File: src/hw/rtl/lfps_pkg.sv
// lfps_pkg: shared types, constants and the microcode table for the
// line-follow PID steering block. No dependencies.
`timescale 1ns / 1ps

package lfps_pkg;

    localparam int ERR_W     = 16;
    localparam int INTEG_W   = 22;
    localparam int DERIV_W   = ERR_W + 1;
    localparam int GAIN_W    = 16;
    localparam int SPD_W     = 16;
    localparam int DUTY_W    = 16;
    localparam int MUL_A_W   = 17;
    localparam int MUL_B_W   = INTEG_W + 1;
    localparam int ACC_W     = MUL_A_W + MUL_B_W;
    localparam int CORR_W    = 16;
    localparam int CFG_IDX_W = 3;
    localparam int CFG_DAT_W = 16;
    localparam int STEP_W    = 3;

    localparam logic signed [INTEG_W-1:0] INTEG_LIM = 22'sd1638400;
    localparam logic signed [CORR_W-1:0]  CORR_LIM  = 16'sd16384;

    typedef enum logic [CFG_IDX_W-1:0] {
        REG_GAIN_P      = 3'd0,
        REG_GAIN_I      = 3'd1,
        REG_GAIN_D      = 3'd2,
        REG_BASE_SPEED  = 3'd3,
        REG_SPEED_LIMIT = 3'd4,
        REG_PWM_TOP     = 3'd5
    } t_reg_idx;

    typedef struct packed {
        logic [GAIN_W-1:0] gain_p;
        logic [GAIN_W-1:0] gain_i;
        logic [GAIN_W-1:0] gain_d;
        logic [SPD_W-1:0]  base_speed;
        logic [SPD_W-1:0]  speed_limit;
        logic [SPD_W-1:0]  pwm_top;
    } t_cfg;

    typedef logic [STEP_W-1:0] t_step;

    typedef enum logic [2:0] {
        MA_GAIN_P,
        MA_GAIN_I,
        MA_GAIN_D,
        MA_SPEED_L,
        MA_SPEED_R
    } t_mul_a;

    typedef enum logic [1:0] {
        MB_ERR,
        MB_INTEG,
        MB_DERIV,
        MB_PWM
    } t_mul_b;

    typedef enum logic [1:0] {
        ACC_NONE,
        ACC_LOAD,
        ACC_ADD
    } t_acc_op;

    typedef enum logic [1:0] {
        EM_NONE,
        EM_RUN,
        EM_STOP
    } t_emit;

    typedef enum logic {
        JC_NONE,
        JC_LOST
    } t_jcond;

    // one control word
    typedef struct packed {
        t_mul_a  a_sel;
        t_mul_b  b_sel;
        t_acc_op acc_op;
        logic    upd_pre;    // integral clamp and derivative into temporaries
        logic    set_speed;  // correction -> wheel speeds, commit state
        logic    set_duty_l; // left duty from product
        t_emit   emit;       // last step: write result register
        t_jcond  jcond;
        t_step   jtarget;
    } t_uop;

    // sequencer -> datapath
    typedef struct packed {
        logic start; // input item taken this cycle
        logic run;   // current control word executes this cycle
        t_uop uop;
    } t_ctrl;

    localparam t_step STEP_STOP = 3'd6;

    // program: PID products accumulate, then speeds, two duties; lost -> stop
    function automatic t_uop ucode(input t_step s);
        t_uop u;
        u = '{a_sel: MA_GAIN_P, b_sel: MB_ERR, acc_op: ACC_NONE, upd_pre: 1'b0,
              set_speed: 1'b0, set_duty_l: 1'b0, emit: EM_NONE, jcond: JC_NONE,
              jtarget: '0};
        case (s)
            3'd0: begin
                u.jcond   = JC_LOST;
                u.jtarget = STEP_STOP;
                u.upd_pre = 1'b1;
                u.a_sel   = MA_GAIN_P;
                u.b_sel   = MB_ERR;
                u.acc_op  = ACC_LOAD;
            end
            3'd1: begin
                u.a_sel  = MA_GAIN_I;
                u.b_sel  = MB_INTEG;
                u.acc_op = ACC_ADD;
            end
            3'd2: begin
                u.a_sel  = MA_GAIN_D;
                u.b_sel  = MB_DERIV;
                u.acc_op = ACC_ADD;
            end
            3'd3: begin
                u.set_speed = 1'b1;
            end
            3'd4: begin
                u.a_sel      = MA_SPEED_L;
                u.b_sel      = MB_PWM;
                u.set_duty_l = 1'b1;
            end
            3'd5: begin
                u.a_sel = MA_SPEED_R;
                u.b_sel = MB_PWM;
                u.emit  = EM_RUN;
            end
            3'd6: begin
                u.emit = EM_STOP;
            end
            default: begin
                u.emit = EM_STOP;
            end
        endcase
        return u;
    endfunction

endpackage

File: src/hw/rtl/lfps_ifs.sv
// lfps_ifs: valid/ready channel interfaces for the line-follow PID
// steering block (sensor items, duty items, register writes). Uses lfps_pkg.
`timescale 1ns / 1ps

interface lfps_in_if;
    logic                                 valid;
    logic                                 ready;
    logic                                 on_line;
    logic signed [lfps_pkg::ERR_W-1:0]    line_error;

    modport source (output valid, on_line, line_error, input ready);
    modport sink   (input valid, on_line, line_error, output ready);
endinterface

interface lfps_out_if;
    logic                          valid;
    logic                          ready;
    logic [lfps_pkg::DUTY_W-1:0]   left_duty;
    logic [lfps_pkg::DUTY_W-1:0]   right_duty;
    logic                          motors_stopped;

    modport source (output valid, left_duty, right_duty, motors_stopped, input ready);
    modport sink   (input valid, left_duty, right_duty, motors_stopped, output ready);
endinterface

interface lfps_cfg_if;
    logic                             valid;
    logic                             ready;
    logic [lfps_pkg::CFG_IDX_W-1:0]   index;
    logic [lfps_pkg::CFG_DAT_W-1:0]   data;

    modport source (output valid, index, data, input ready);
    modport sink   (input valid, index, data, output ready);
endinterface

File: src/hw/rtl/lfps_cfg.sv
// lfps_cfg: register file for gains, speeds and PWM top.
// Depends on lfps_pkg.
`timescale 1ns / 1ps

module lfps_cfg (
    input  logic                           i_clk,
    input  logic                           i_rst_n,
    input  logic                           i_wr_en,
    input  logic [lfps_pkg::CFG_IDX_W-1:0] i_wr_idx,
    input  logic [lfps_pkg::CFG_DAT_W-1:0] i_wr_data,
    output lfps_pkg::t_cfg                 o_cfg
);
    import lfps_pkg::*;

    t_cfg r_cfg;

    always_ff @(posedge i_clk) begin
        if (!i_rst_n) begin
            r_cfg.gain_p      <= 16'd256;
            r_cfg.gain_i      <= 16'd0;
            r_cfg.gain_d      <= 16'd0;
            r_cfg.base_speed  <= 16'd16384;
            r_cfg.speed_limit <= 16'd32768;
            r_cfg.pwm_top     <= 16'd6249;
        end else if (i_wr_en) begin
            case (t_reg_idx'(i_wr_idx))
                REG_GAIN_P:      r_cfg.gain_p      <= i_wr_data;
                REG_GAIN_I:      r_cfg.gain_i      <= i_wr_data;
                REG_GAIN_D:      r_cfg.gain_d      <= i_wr_data;
                REG_BASE_SPEED:  r_cfg.base_speed  <= i_wr_data;
                REG_SPEED_LIMIT: r_cfg.speed_limit <= i_wr_data;
                REG_PWM_TOP:     r_cfg.pwm_top     <= i_wr_data;
                default: ; // unknown index: dropped
            endcase
        end
    end

    assign o_cfg = r_cfg;

endmodule

File: src/hw/rtl/lfps_seq.sv
// lfps_seq: microcode sequencer - step counter, control ROM lookup,
// lost-line jump, input/output handshakes. Depends on lfps_pkg.
`timescale 1ns / 1ps

module lfps_seq (
    input  logic            i_clk,
    input  logic            i_rst_n,
    input  logic            i_in_valid,
    input  logic            i_in_on_line,
    output logic            o_in_ready,
    output logic            o_out_valid,
    input  logic            i_out_ready,
    output lfps_pkg::t_ctrl o_ctrl
);
    import lfps_pkg::*;

    logic  r_busy;
    logic  r_lost;
    t_step r_step;
    logic  r_out_valid;

    t_uop  uop;
    logic  start;
    logic  stall;
    logic  run;
    logic  emit_fire;
    t_step n_step;

    assign uop       = ucode(r_step);
    assign start     = i_in_valid && !r_busy;
    // last step holds while the result register is still occupied
    assign stall     = (uop.emit != EM_NONE) && r_out_valid && !i_out_ready;
    assign run       = r_busy && !stall;
    assign emit_fire = run && (uop.emit != EM_NONE);

    always_comb begin
        if (uop.jcond == JC_LOST && r_lost) begin
            n_step = uop.jtarget;
        end else begin
            n_step = r_step + t_step'(1);
        end
    end

    always_ff @(posedge i_clk) begin
        if (!i_rst_n) begin
            r_busy      <= 1'b0;
            r_lost      <= 1'b0;
            r_step      <= '0;
            r_out_valid <= 1'b0;
        end else begin
            if (start) begin
                r_busy <= 1'b1;
                r_lost <= !i_in_on_line;
                r_step <= '0;
            end else if (emit_fire) begin
                r_busy <= 1'b0;
            end else if (run) begin
                r_step <= n_step;
            end

            if (emit_fire) begin
                r_out_valid <= 1'b1;
            end else if (i_out_ready) begin
                r_out_valid <= 1'b0;
            end
        end
    end

    assign o_in_ready   = !r_busy;
    assign o_out_valid  = r_out_valid;
    assign o_ctrl.start = start;
    assign o_ctrl.run   = run;
    assign o_ctrl.uop   = uop;

endmodule

File: src/hw/rtl/lfps_dp.sv
// lfps_dp: PID datapath - shared multiplier, accumulator, clamps, state
// and result registers, driven by control words. Depends on lfps_pkg.
`timescale 1ns / 1ps

module lfps_dp (
    input  logic                               i_clk,
    input  logic                               i_rst_n,
    input  lfps_pkg::t_ctrl                    i_ctrl,
    input  lfps_pkg::t_cfg                     i_cfg,
    input  logic signed [lfps_pkg::ERR_W-1:0]  i_line_error,
    output logic [lfps_pkg::DUTY_W-1:0]        o_left_duty,
    output logic [lfps_pkg::DUTY_W-1:0]        o_right_duty,
    output logic                               o_motors_stopped
);
    import lfps_pkg::*;

    // loop state
    logic signed [INTEG_W-1:0] r_integ;
    logic signed [ERR_W-1:0]   r_prev;
    // per-item working registers
    logic signed [ERR_W-1:0]   r_err;
    logic signed [INTEG_W-1:0] r_integ_new;
    logic signed [DERIV_W-1:0] r_deriv;
    logic signed [ACC_W-1:0]   r_acc;
    logic [SPD_W-1:0]          r_speed_l;
    logic [SPD_W-1:0]          r_speed_r;
    logic [DUTY_W-1:0]         r_duty_l;
    logic [DUTY_W-1:0]         r_out_l;
    logic [DUTY_W-1:0]         r_out_r;
    logic                      r_out_stop;

    logic signed [MUL_A_W-1:0] mul_a;
    logic signed [MUL_B_W-1:0] mul_b;
    logic signed [ACC_W-1:0]   prod;
    logic [DUTY_W-1:0]         duty;
    logic signed [INTEG_W:0]   isum;
    logic signed [INTEG_W-1:0] integ_clamped;
    logic signed [ACC_W-8:0]   corr_full;
    logic signed [CORR_W-1:0]  corr;
    logic signed [SPD_W+1:0]   left_raw;
    logic signed [SPD_W+1:0]   right_raw;
    logic signed [SPD_W+1:0]   limit_s;
    logic [SPD_W-1:0]          left_spd;
    logic [SPD_W-1:0]          right_spd;

    always_comb begin
        case (i_ctrl.uop.a_sel)
            MA_GAIN_P:  mul_a = MUL_A_W'($signed(i_cfg.gain_p));
            MA_GAIN_I:  mul_a = MUL_A_W'($signed(i_cfg.gain_i));
            MA_GAIN_D:  mul_a = MUL_A_W'($signed(i_cfg.gain_d));
            MA_SPEED_L: mul_a = $signed({1'b0, r_speed_l});
            MA_SPEED_R: mul_a = $signed({1'b0, r_speed_r});
            default:    mul_a = '0;
        endcase
        case (i_ctrl.uop.b_sel)
            MB_ERR:   mul_b = MUL_B_W'(r_err);
            MB_INTEG: mul_b = MUL_B_W'(r_integ_new);
            MB_DERIV: mul_b = MUL_B_W'(r_deriv);
            MB_PWM:   mul_b = $signed({{(MUL_B_W-SPD_W){1'b0}}, i_cfg.pwm_top});
            default:  mul_b = '0;
        endcase
    end

    // 17x23 signed product, operands sign-extended to the product width
    assign prod = ACC_W'(mul_a) * ACC_W'(mul_b);

    // (speed * top) >> 15, saturated to 16 bits
    assign duty = (prod[ACC_W-1:DUTY_W+15] != '0) ? '1 : prod[DUTY_W+14:15];

    // integral update with clamp
    always_comb begin
        isum = (INTEG_W+1)'(r_integ) + (INTEG_W+1)'(r_err);
        if (isum > (INTEG_W+1)'(INTEG_LIM)) begin
            integ_clamped = INTEG_LIM;
        end else if (isum < -(INTEG_W+1)'(INTEG_LIM)) begin
            integ_clamped = -INTEG_LIM;
        end else begin
            integ_clamped = isum[INTEG_W-1:0];
        end
    end

    // floor(sum / 128), clamp, then wheel speeds
    always_comb begin
        corr_full = r_acc[ACC_W-1:7];
        if (corr_full > (ACC_W-7)'(CORR_LIM)) begin
            corr = CORR_LIM;
        end else if (corr_full < -(ACC_W-7)'(CORR_LIM)) begin
            corr = -CORR_LIM;
        end else begin
            corr = corr_full[CORR_W-1:0];
        end
        limit_s   = $signed({2'b00, i_cfg.speed_limit});
        left_raw  = $signed({2'b00, i_cfg.base_speed}) - (SPD_W+2)'(corr);
        right_raw = $signed({2'b00, i_cfg.base_speed}) + (SPD_W+2)'(corr);
        if (left_raw[SPD_W+1]) begin
            left_spd = '0;
        end else if (left_raw > limit_s) begin
            left_spd = i_cfg.speed_limit;
        end else begin
            left_spd = left_raw[SPD_W-1:0];
        end
        if (right_raw[SPD_W+1]) begin
            right_spd = '0;
        end else if (right_raw > limit_s) begin
            right_spd = i_cfg.speed_limit;
        end else begin
            right_spd = right_raw[SPD_W-1:0];
        end
    end

    // loop state: reset to zero, written once per on-line item
    always_ff @(posedge i_clk) begin
        if (!i_rst_n) begin
            r_integ <= '0;
            r_prev  <= '0;
        end else if (i_ctrl.run && i_ctrl.uop.set_speed) begin
            r_integ <= r_integ_new;
            r_prev  <= r_err;
        end
    end

    // working and result registers
    always_ff @(posedge i_clk) begin
        if (i_ctrl.start) begin
            r_err <= i_line_error;
        end
        if (i_ctrl.run) begin
            if (i_ctrl.uop.upd_pre) begin
                r_integ_new <= integ_clamped;
                r_deriv     <= DERIV_W'(r_err) - DERIV_W'(r_prev);
            end
            case (i_ctrl.uop.acc_op)
                ACC_LOAD: r_acc <= prod;
                ACC_ADD:  r_acc <= r_acc + prod;
                default:  ;
            endcase
            if (i_ctrl.uop.set_speed) begin
                r_speed_l <= left_spd;
                r_speed_r <= right_spd;
            end
            if (i_ctrl.uop.set_duty_l) begin
                r_duty_l <= duty;
            end
            case (i_ctrl.uop.emit)
                EM_RUN: begin
                    r_out_l    <= r_duty_l;
                    r_out_r    <= duty;
                    r_out_stop <= 1'b0;
                end
                EM_STOP: begin
                    r_out_l    <= '0;
                    r_out_r    <= '0;
                    r_out_stop <= 1'b1;
                end
                default: ;
            endcase
        end
    end

    assign o_left_duty      = r_out_l;
    assign o_right_duty     = r_out_r;
    assign o_motors_stopped = r_out_stop;

endmodule

File: src/hw/rtl/line_follow_pid_steering.sv
// line_follow_pid_steering: top level of the line-follow PID steering block.
// Depends on lfps_pkg, lfps_ifs, lfps_cfg, lfps_seq, lfps_dp.
//
// Usage
//   i_in  : one sensor item per reading (on_line flag, Q2.14 line_error).
//   o_out : one duty item per sensor item (left_duty, right_duty,
//           motors_stopped), in input order.
//   i_cfg : register writes (index 0..5: gain_p, gain_i, gain_d, base_speed,
//           speed_limit, pwm_top); always ready, unknown indexes dropped.
//           Write only while no item is in flight.
// Timing
//   An on-line item runs the 6-step microprogram: P, I, D products into the
//   accumulator, clamp to wheel speeds, then left and right duty products,
//   all on one shared 17x23 multiplier; the last step loads the result
//   register. A lost-line item jumps straight to the stop step instead.
//   Next item is taken the cycle after the result is loaded, so it can
//   overlap a result still waiting on o_out.
// Reset: synchronous, active low; registers back to defaults, integral and
//   previous error cleared, no item in flight, o_out.valid low.
// Back-pressure: a stalled o_out holds the result; the next item then waits
//   in its final step and i_in.ready stays low until the register frees up.
`timescale 1ns / 1ps

module line_follow_pid_steering (
    input  logic        i_clk,
    input  logic        i_rst_n,
    lfps_in_if.sink     i_in,
    lfps_out_if.source  o_out,
    lfps_cfg_if.sink    i_cfg
);
    import lfps_pkg::*;

    t_cfg  cfg;
    t_ctrl ctrl;

    // register port never back-pressures
    assign i_cfg.ready = 1'b1;

    lfps_cfg u_cfg (
        .i_clk     (i_clk),
        .i_rst_n   (i_rst_n),
        .i_wr_en   (i_cfg.valid),
        .i_wr_idx  (i_cfg.index),
        .i_wr_data (i_cfg.data),
        .o_cfg     (cfg)
    );

    // step counter + control ROM
    lfps_seq u_seq (
        .i_clk        (i_clk),
        .i_rst_n      (i_rst_n),
        .i_in_valid   (i_in.valid),
        .i_in_on_line (i_in.on_line),
        .o_in_ready   (i_in.ready),
        .o_out_valid  (o_out.valid),
        .i_out_ready  (o_out.ready),
        .o_ctrl       (ctrl)
    );

    // multiplier, accumulator, clamps, loop state, result register
    lfps_dp u_dp (
        .i_clk            (i_clk),
        .i_rst_n          (i_rst_n),
        .i_ctrl           (ctrl),
        .i_cfg            (cfg),
        .i_line_error     (i_in.line_error),
        .o_left_duty      (o_out.left_duty),
        .o_right_duty     (o_out.right_duty),
        .o_motors_stopped (o_out.motors_stopped)
    );

endmodule
File: src/flat_wrapper.sv
// flat-port wrapper written by rule: the top's interface ports become plain ports
module line_follow_pid_steering_flat import lfps_pkg::*;
  (i_clk, i_rst_n, i_in_valid, i_in_on_line, i_in_line_error, i_in_ready, o_out_valid, o_out_left_duty, o_out_right_duty, o_out_motors_stopped, o_out_ready, i_cfg_valid, i_cfg_index, i_cfg_data, i_cfg_ready);
  lfps_in_if i_in_i ();
  lfps_out_if o_out_i ();
  lfps_cfg_if i_cfg_i ();
  input  logic i_clk;
  input  logic i_rst_n;
  input wire logic [$bits(i_in_i.valid)-1:0] i_in_valid;
  input wire logic [$bits(i_in_i.on_line)-1:0] i_in_on_line;
  input wire logic [$bits(i_in_i.line_error)-1:0] i_in_line_error;
  output wire logic [$bits(i_in_i.ready)-1:0] i_in_ready;
  output wire logic [$bits(o_out_i.valid)-1:0] o_out_valid;
  output wire logic [$bits(o_out_i.left_duty)-1:0] o_out_left_duty;
  output wire logic [$bits(o_out_i.right_duty)-1:0] o_out_right_duty;
  output wire logic [$bits(o_out_i.motors_stopped)-1:0] o_out_motors_stopped;
  input wire logic [$bits(o_out_i.ready)-1:0] o_out_ready;
  input wire logic [$bits(i_cfg_i.valid)-1:0] i_cfg_valid;
  input wire logic [$bits(i_cfg_i.index)-1:0] i_cfg_index;
  input wire logic [$bits(i_cfg_i.data)-1:0] i_cfg_data;
  output wire logic [$bits(i_cfg_i.ready)-1:0] i_cfg_ready;
  assign i_in_i.valid = i_in_valid;
  assign i_in_i.on_line = i_in_on_line;
  assign i_in_i.line_error = i_in_line_error;
  assign i_in_ready = i_in_i.ready;
  assign o_out_valid = o_out_i.valid;
  assign o_out_left_duty = o_out_i.left_duty;
  assign o_out_right_duty = o_out_i.right_duty;
  assign o_out_motors_stopped = o_out_i.motors_stopped;
  assign o_out_i.ready = o_out_ready;
  assign i_cfg_i.valid = i_cfg_valid;
  assign i_cfg_i.index = i_cfg_index;
  assign i_cfg_i.data = i_cfg_data;
  assign i_cfg_ready = i_cfg_i.ready;
  line_follow_pid_steering u_core (.i_clk(i_clk), .i_rst_n(i_rst_n), .i_in(i_in_i), .o_out(o_out_i), .i_cfg(i_cfg_i));
endmodule
File: config.mk
export PLATFORM = sky130hd
export DESIGN_NAME = line_follow_pid_steering_flat
export DESIGN_NICKNAME = d
export VERILOG_FILES = /design/src/hw/rtl/lfps_pkg.sv /design/src/hw/rtl/lfps_ifs.sv /design/src/hw/rtl/lfps_cfg.sv /design/src/hw/rtl/lfps_seq.sv /design/src/hw/rtl/lfps_dp.sv /design/src/hw/rtl/line_follow_pid_steering.sv /design/src/flat_wrapper.sv
export SDC_FILE = /design/constraint.sdc
export NUM_CORES = 2
export LEC_CHECK = 0
export BUFFER_PORTS_ARGS = -buffer_cell sky130_fd_sc_hd__buf_4
export CAP_MARGIN = 20
export CELL_PAD_IN_SITES_DETAIL_PLACEMENT = 0
export CELL_PAD_IN_SITES_GLOBAL_PLACEMENT = 1
export CORE_ASPECT_RATIO = 1.25
export CORE_UTILIZATION = 46
export DETAILED_ROUTE_END_ITERATION = 16
export PLACE_DENSITY_LB_ADDON = 0.05
export SETUP_SLACK_MARGIN = 0.2
export SYNTH_ARGS = -nofsm -noshare
export SYNTH_HDL_FRONTEND = slang
export SYNTH_SLANG_ARGS = --single-unit
File: constraint.sdc
create_clock -name i_clk -period 10.23 [get_ports i_clk]
set_input_delay 0.5115 -clock i_clk [delete_from_list [all_inputs] [get_ports i_clk]]
set_output_delay 0.5115 -clock i_clk [all_outputs]
set_load 0.01 [all_outputs]
==> flow_metrics.py <==
metrics = {
    "synthesis": {
        "ys.flop_type": "sky130_fd_sc_hd__edfxtp_1",
        "synthDistinctLibCells": 81,
        "post-synth-top-area-fraction_pct": 23.15,
        "seq_area_frac_synth_pct": 24.55,
        "synth_area_mm2": 0.03295,
        "async_reset_ff_share_pct": 0,
        "synth-edff-count": 176,
        "cell_accounting_for_the_most_synthesized_area": "sky130_fd_sc_hd__fa_1",
        "post_synth_inst_count": 3681,
        "synth_area_per_cell_um2": 8.951,
        "synth.ff_latch_count": 316,
        "yosys.cell_count.top_type": "sky130_fd_sc_hd__nand2_1",
        "synth_area_leaders": "sky130_fd_sc_hd__fa_1, sky130_fd_sc_hd__edfxtp_1, sky130_fd_sc_hd__ha_1",
        "synthTopCellsByCount": "sky130_fd_sc_hd__nand2_1, sky130_fd_sc_hd__inv_1, sky130_fd_sc_hd__fa_1",
        "synth.net_count": 4353,
        "synth_warn": 0,
    },
    "flow_run": {
        "drv.max_cap_violation_count": 0,
    },
    "setup_path": {
        "critPathMostFrequentCell": "sky130_fd_sc_hd__fa_1",
        "critical_path_peak_fanout": 12,
        "worst_setup_path_end_kind": "register",
        "cpPeakStageDelay_ns": 0.57,
        "cp-start-kind": "register",
        "timing.critical_path.required_ns": 10.53,
        "worst-path-buf-inv": 11,
        "worst_path_dominant_cell_family": "adder cells",
        "slowest_library_cell_on_the_worst_path": "sky130_fd_sc_hd__fa_1",
        "timing.setup.critical_path_class": "register to register",
        "crit_arrival_ns": 9.96,
    },
    "timing": {
        "timing_hold_violations_final": 0,
        "totalNegativeSetupSlack_ns": 0,
        "final_critical_path_required_period_ns": 9.663,
        "rsz0062_at_grt": "no",
        "final.setup_skew_ns": 0.01630,
        "clock.fmax_ghz": 0.1035,
        "slew_headroom_pct": 30.70,
        "setup_viol": 0,
        "max_slew.worst_pin.slew_ns": 1.040,
        "timing.final.max_slew_violations": 0,
        "timing.final.crit_share_pct": 94.45,
        "fin_hold_ws_ns": 0.1107,
    },
    "placed_design": {
        "detailedPlacementHpwl_um": 82290,
        "port_buffers": 75,
        "finalWeightedCongestion": 0.9207,
    },
    "drt": {
        "drt-vias-per-instance": 5.503,
        "detail_route.iter0.violations": 1622,
        "drt_drc_violations_left": 0,
        "antenna_left": 0,
        "dr.pass1.iters": 7,
        "routed_wire_length_per_instance_um": 21.65,
        "routed_wl_um": 104200,
        "num_vias": 26490,
    },
    "run_status": {
        "status": "finished clean",
    },
    "floorplanning": {
        "core_area_mm2": 0.07078,
        "die_ar_mm2": 0.07271,
        "placementRows": 109,
        "die_extent_in_x_um": 241.4,
        "start_util_pct": 46.55,
        "design.portCount": 77,
        "die_h_um": 301.2,
    },
    "finish": {
        "insertedDiodeCount": 0,
        "design.final.nets": 4512,
        "fillers": 6639,
        "layout-drive-gt1-share_pct": 12.12,
        "area.growth.synth_to_final_pct": 14.13,
    },
    "clock_tree": {
        "clock_input_transition_at_the_sequential_cells_of_the_worst_setup_and_hold_paths_ns": 0.07,
        "cts-root-to-sink-buffers": 3,
        "clkSinkCount": 316,
        "cts_tree": "yes",
        "clk_latency_ns": 0.58,
        "cts_inserted_buffers": 38,
        "hold_bufs_inserted_after_cts": 0,
        "clock_tree.htree_level_count": 2,
        "ctsRootBufferMaster": "sky130_fd_sc_hd__clkbuf_16",
    },
    "grt": {
        "grt_util_all_layers_pct": 29.24,
        "first_global_vias": 27820,
        "grt_first_pass_wirelength_um": 161300,
        "grt_remaining_overflow": 0,
        "number_of_antenna_violations_at_the_first_check_in_global_routing": 1,
        "grt_max_degree": 92,
    },
    "pwr": {
        "power.static_leakage_nw": 16.71,
        "irDropWorstVdd_mv": 0.4461,
        "power_density_mw_per_mm2": 383.7,
    },
    "hold_path": {
        "hp-class": "input pin to register",
    },
}
==> cell type report <==
class,instances,area (um^2),area share [%]
Multi-Input combinational cell,2709,22920,60.95
Sequential cell,316,8089,21.51
Timing Repair Buffer,264,2207,5.869
Inverter,511,1918,5.101
Tap cell,943,1180,3.138
Clock buffer,45,1008,2.682
Clock inverter,25,281.5,0.7486
==> worst paths after layout <==
path | from | endpoint | slack (ns) | cells past startpoint
setup / recovery | u_core.u_seq.r_step[1]$_SDFFE_PP0P_ | u_core.u_dp.r_acc[39]$_DFFE_PP_ | 0.57 | 44
hold reg to reg | u_core.u_cfg.o_cfg[78]$_SDFFE_PN0P_ | u_core.u_cfg.o_cfg[78]$_SDFFE_PN0P_ | 0.47 | 2
setup reg to reg | u_core.u_seq.r_step[1]$_SDFFE_PP0P_ | u_core.u_dp.r_acc[39]$_DFFE_PP_ | 0.57 | 44
hold / removal | i_in_line_error[2] | u_core.u_dp.r_err[2]$_DFFE_PP_ | 0.11 | 1
==> cells in the final DEF, fill, tap and decap left out, types with 13 or more instances in the layout <==
| cell | count |
|---|---|
| sky130_fd_sc_hd__a211oi_1 | 17 |
| sky130_fd_sc_hd__o21ai_0 | 78 |
| sky130_fd_sc_hd__nand4_1 | 26 |
| sky130_fd_sc_hd__inv_1 | 505 |
| sky130_fd_sc_hd__ha_1 | 238 |
| sky130_fd_sc_hd__or2_2 | 13 |
| sky130_fd_sc_hd__nor3_1 | 36 |
| sky130_fd_sc_hd__o21ai_1 | 13 |
| sky130_fd_sc_hd__a21boi_0 | 134 |
| sky130_fd_sc_hd__nand3_1 | 33 |
| sky130_fd_sc_hd__a22oi_1 | 22 |
| sky130_fd_sc_hd__clkbuf_16 | 42 |
| sky130_fd_sc_hd__nor2_1 | 346 |
| sky130_fd_sc_hd__nand2_1 | 550 |
| sky130_fd_sc_hd__o21bai_1 | 23 |
| sky130_fd_sc_hd__nand2b_1 | 60 |
| sky130_fd_sc_hd__mux2_2 | 15 |
| sky130_fd_sc_hd__edfxtp_1 | 176 |
| sky130_fd_sc_hd__a21oi_1 | 143 |
| sky130_fd_sc_hd__a21o_1 | 71 |
| sky130_fd_sc_hd__and2_1 | 34 |
| sky130_fd_sc_hd__nor2b_1 | 28 |
| sky130_fd_sc_hd__fa_1 | 377 |
| sky130_fd_sc_hd__dfxtp_1 | 139 |
| sky130_fd_sc_hd__xor2_1 | 39 |
| sky130_fd_sc_hd__a221oi_1 | 27 |
| sky130_fd_sc_hd__mux2i_1 | 33 |
| sky130_fd_sc_hd__xnor2_1 | 88 |
| sky130_fd_sc_hd__buf_4 | 239 |
| sky130_fd_sc_hd__o21a_1 | 23 |
==> layer usage <==
| layer | vias up | track usage, % | share of wire, % | wire [um] |
|---|---|---|---|---|
| li1 | 12430 | - | - | - |
| met1 | 13150 | 37.48 | 42 | 43880 |
| met2 | 711 | 50.80 | 49 | 51360 |
| met3 | 192 | 3.213 | 4.6 | 4787 |
| met4 | 0 | 10.22 | 4.0 | 4159 |
| met5 | - | 0 | 0 | 0 |
==> what timing repair did <==
| item | CTS | global route |
|---|---|---|
| setup buffers | 3 | 28 |
| resized for setup | 13 | 95 |
| gates cloned | 0 | 4 |
| pin swaps | 3 | 12 |
| endpoints found under the setup margin | 4 | 15 |
==> power by group <==
group          switching, mW  internal, mW  leakage, nW
combinational           6.43          4.84         13.4
clock                  0.617         0.800        0.616
sequential             0.119          1.63         2.66
total                   7.16          7.27         16.7
==> logic make-up (layout without fill, tap and decap cells) <==
family / Yosys count / after routing / share of synthesized area (%)
AOI/OAI and AO/OA: 695 / 695 / 14.40
xor gates and xnor gates: 133 / 133 / 3.535
adders and majority gates: 633 / 633 / 32.70
buffers and inverters: 656 / 845 / 7.523
DFF: 316 / 316 / 24.55
muxes: 48 / 48 / 1.515
other: 1 / 1 / 0.01138
and+or+nand+nor: 1199 / 1199 / 15.77
==> through the flow <==
stage          instances  util, %  instance area (um^2)  setup slack, ns  power (mW)
4_1_cts             4780    52.06                 36850           0.1934       13.82
3_3_place_gp        4705    50.10                 35460           0.1438       12.14
2_1_floorplan       3681        -                 32950           0.3340       8.915
5_1_grt             4813    53.13                 37600           0.1588       15.78
6_report            4813    53.13                 37600           0.5673       14.43
3_5_place_dp        4707    50.15                 35500          0.01403       12.18
==> worst reg2reg max path, delay by kind of cell (launching register included) <==
kind / cells / cell delay [ns]
adder cells (fa/ha/maj): 9 / 3.85
AO/OA/AOI/OAI: 11 / 2.26
buffers and inverters: 11 / 1.32
AND/OR/NAND/NOR: 10 / 1.08
flip-flops: 1 / 0.35
XOR/XNOR: 2 / 0.29
multiplexers: 1 / 0.23
==> registers in the layout, summed over array words and instances (netlist names) <==
| signal | flops |
|---|---|
| u_core.u_dp.r_speed_l | 16 |
| u_core.u_seq.r_lost | 1 |
| u_core.u_seq.o_out_valid | 1 |
| u_core.u_cfg.o_cfg | 96 |
| u_core.u_seq.r_step | 3 |
| u_core.u_dp.r_deriv | 17 |
| u_core.u_seq.r_busy | 1 |
| u_core.u_dp.r_integ | 22 |
| u_core.u_dp.o_left_duty | 16 |
| u_core.u_dp.r_err | 16 |
| u_core.u_dp.o_right_duty | 16 |
| u_core.u_dp.r_integ_new | 22 |
| u_core.u_dp.r_duty_l | 16 |
| u_core.u_dp.r_prev | 16 |
| u_core.u_dp.o_motors_stopped | 1 |
| u_core.u_dp.r_speed_r | 16 |
| u_core.u_dp.r_acc | 40 |
Note: power is estimated with default switching activity, not from simulation.
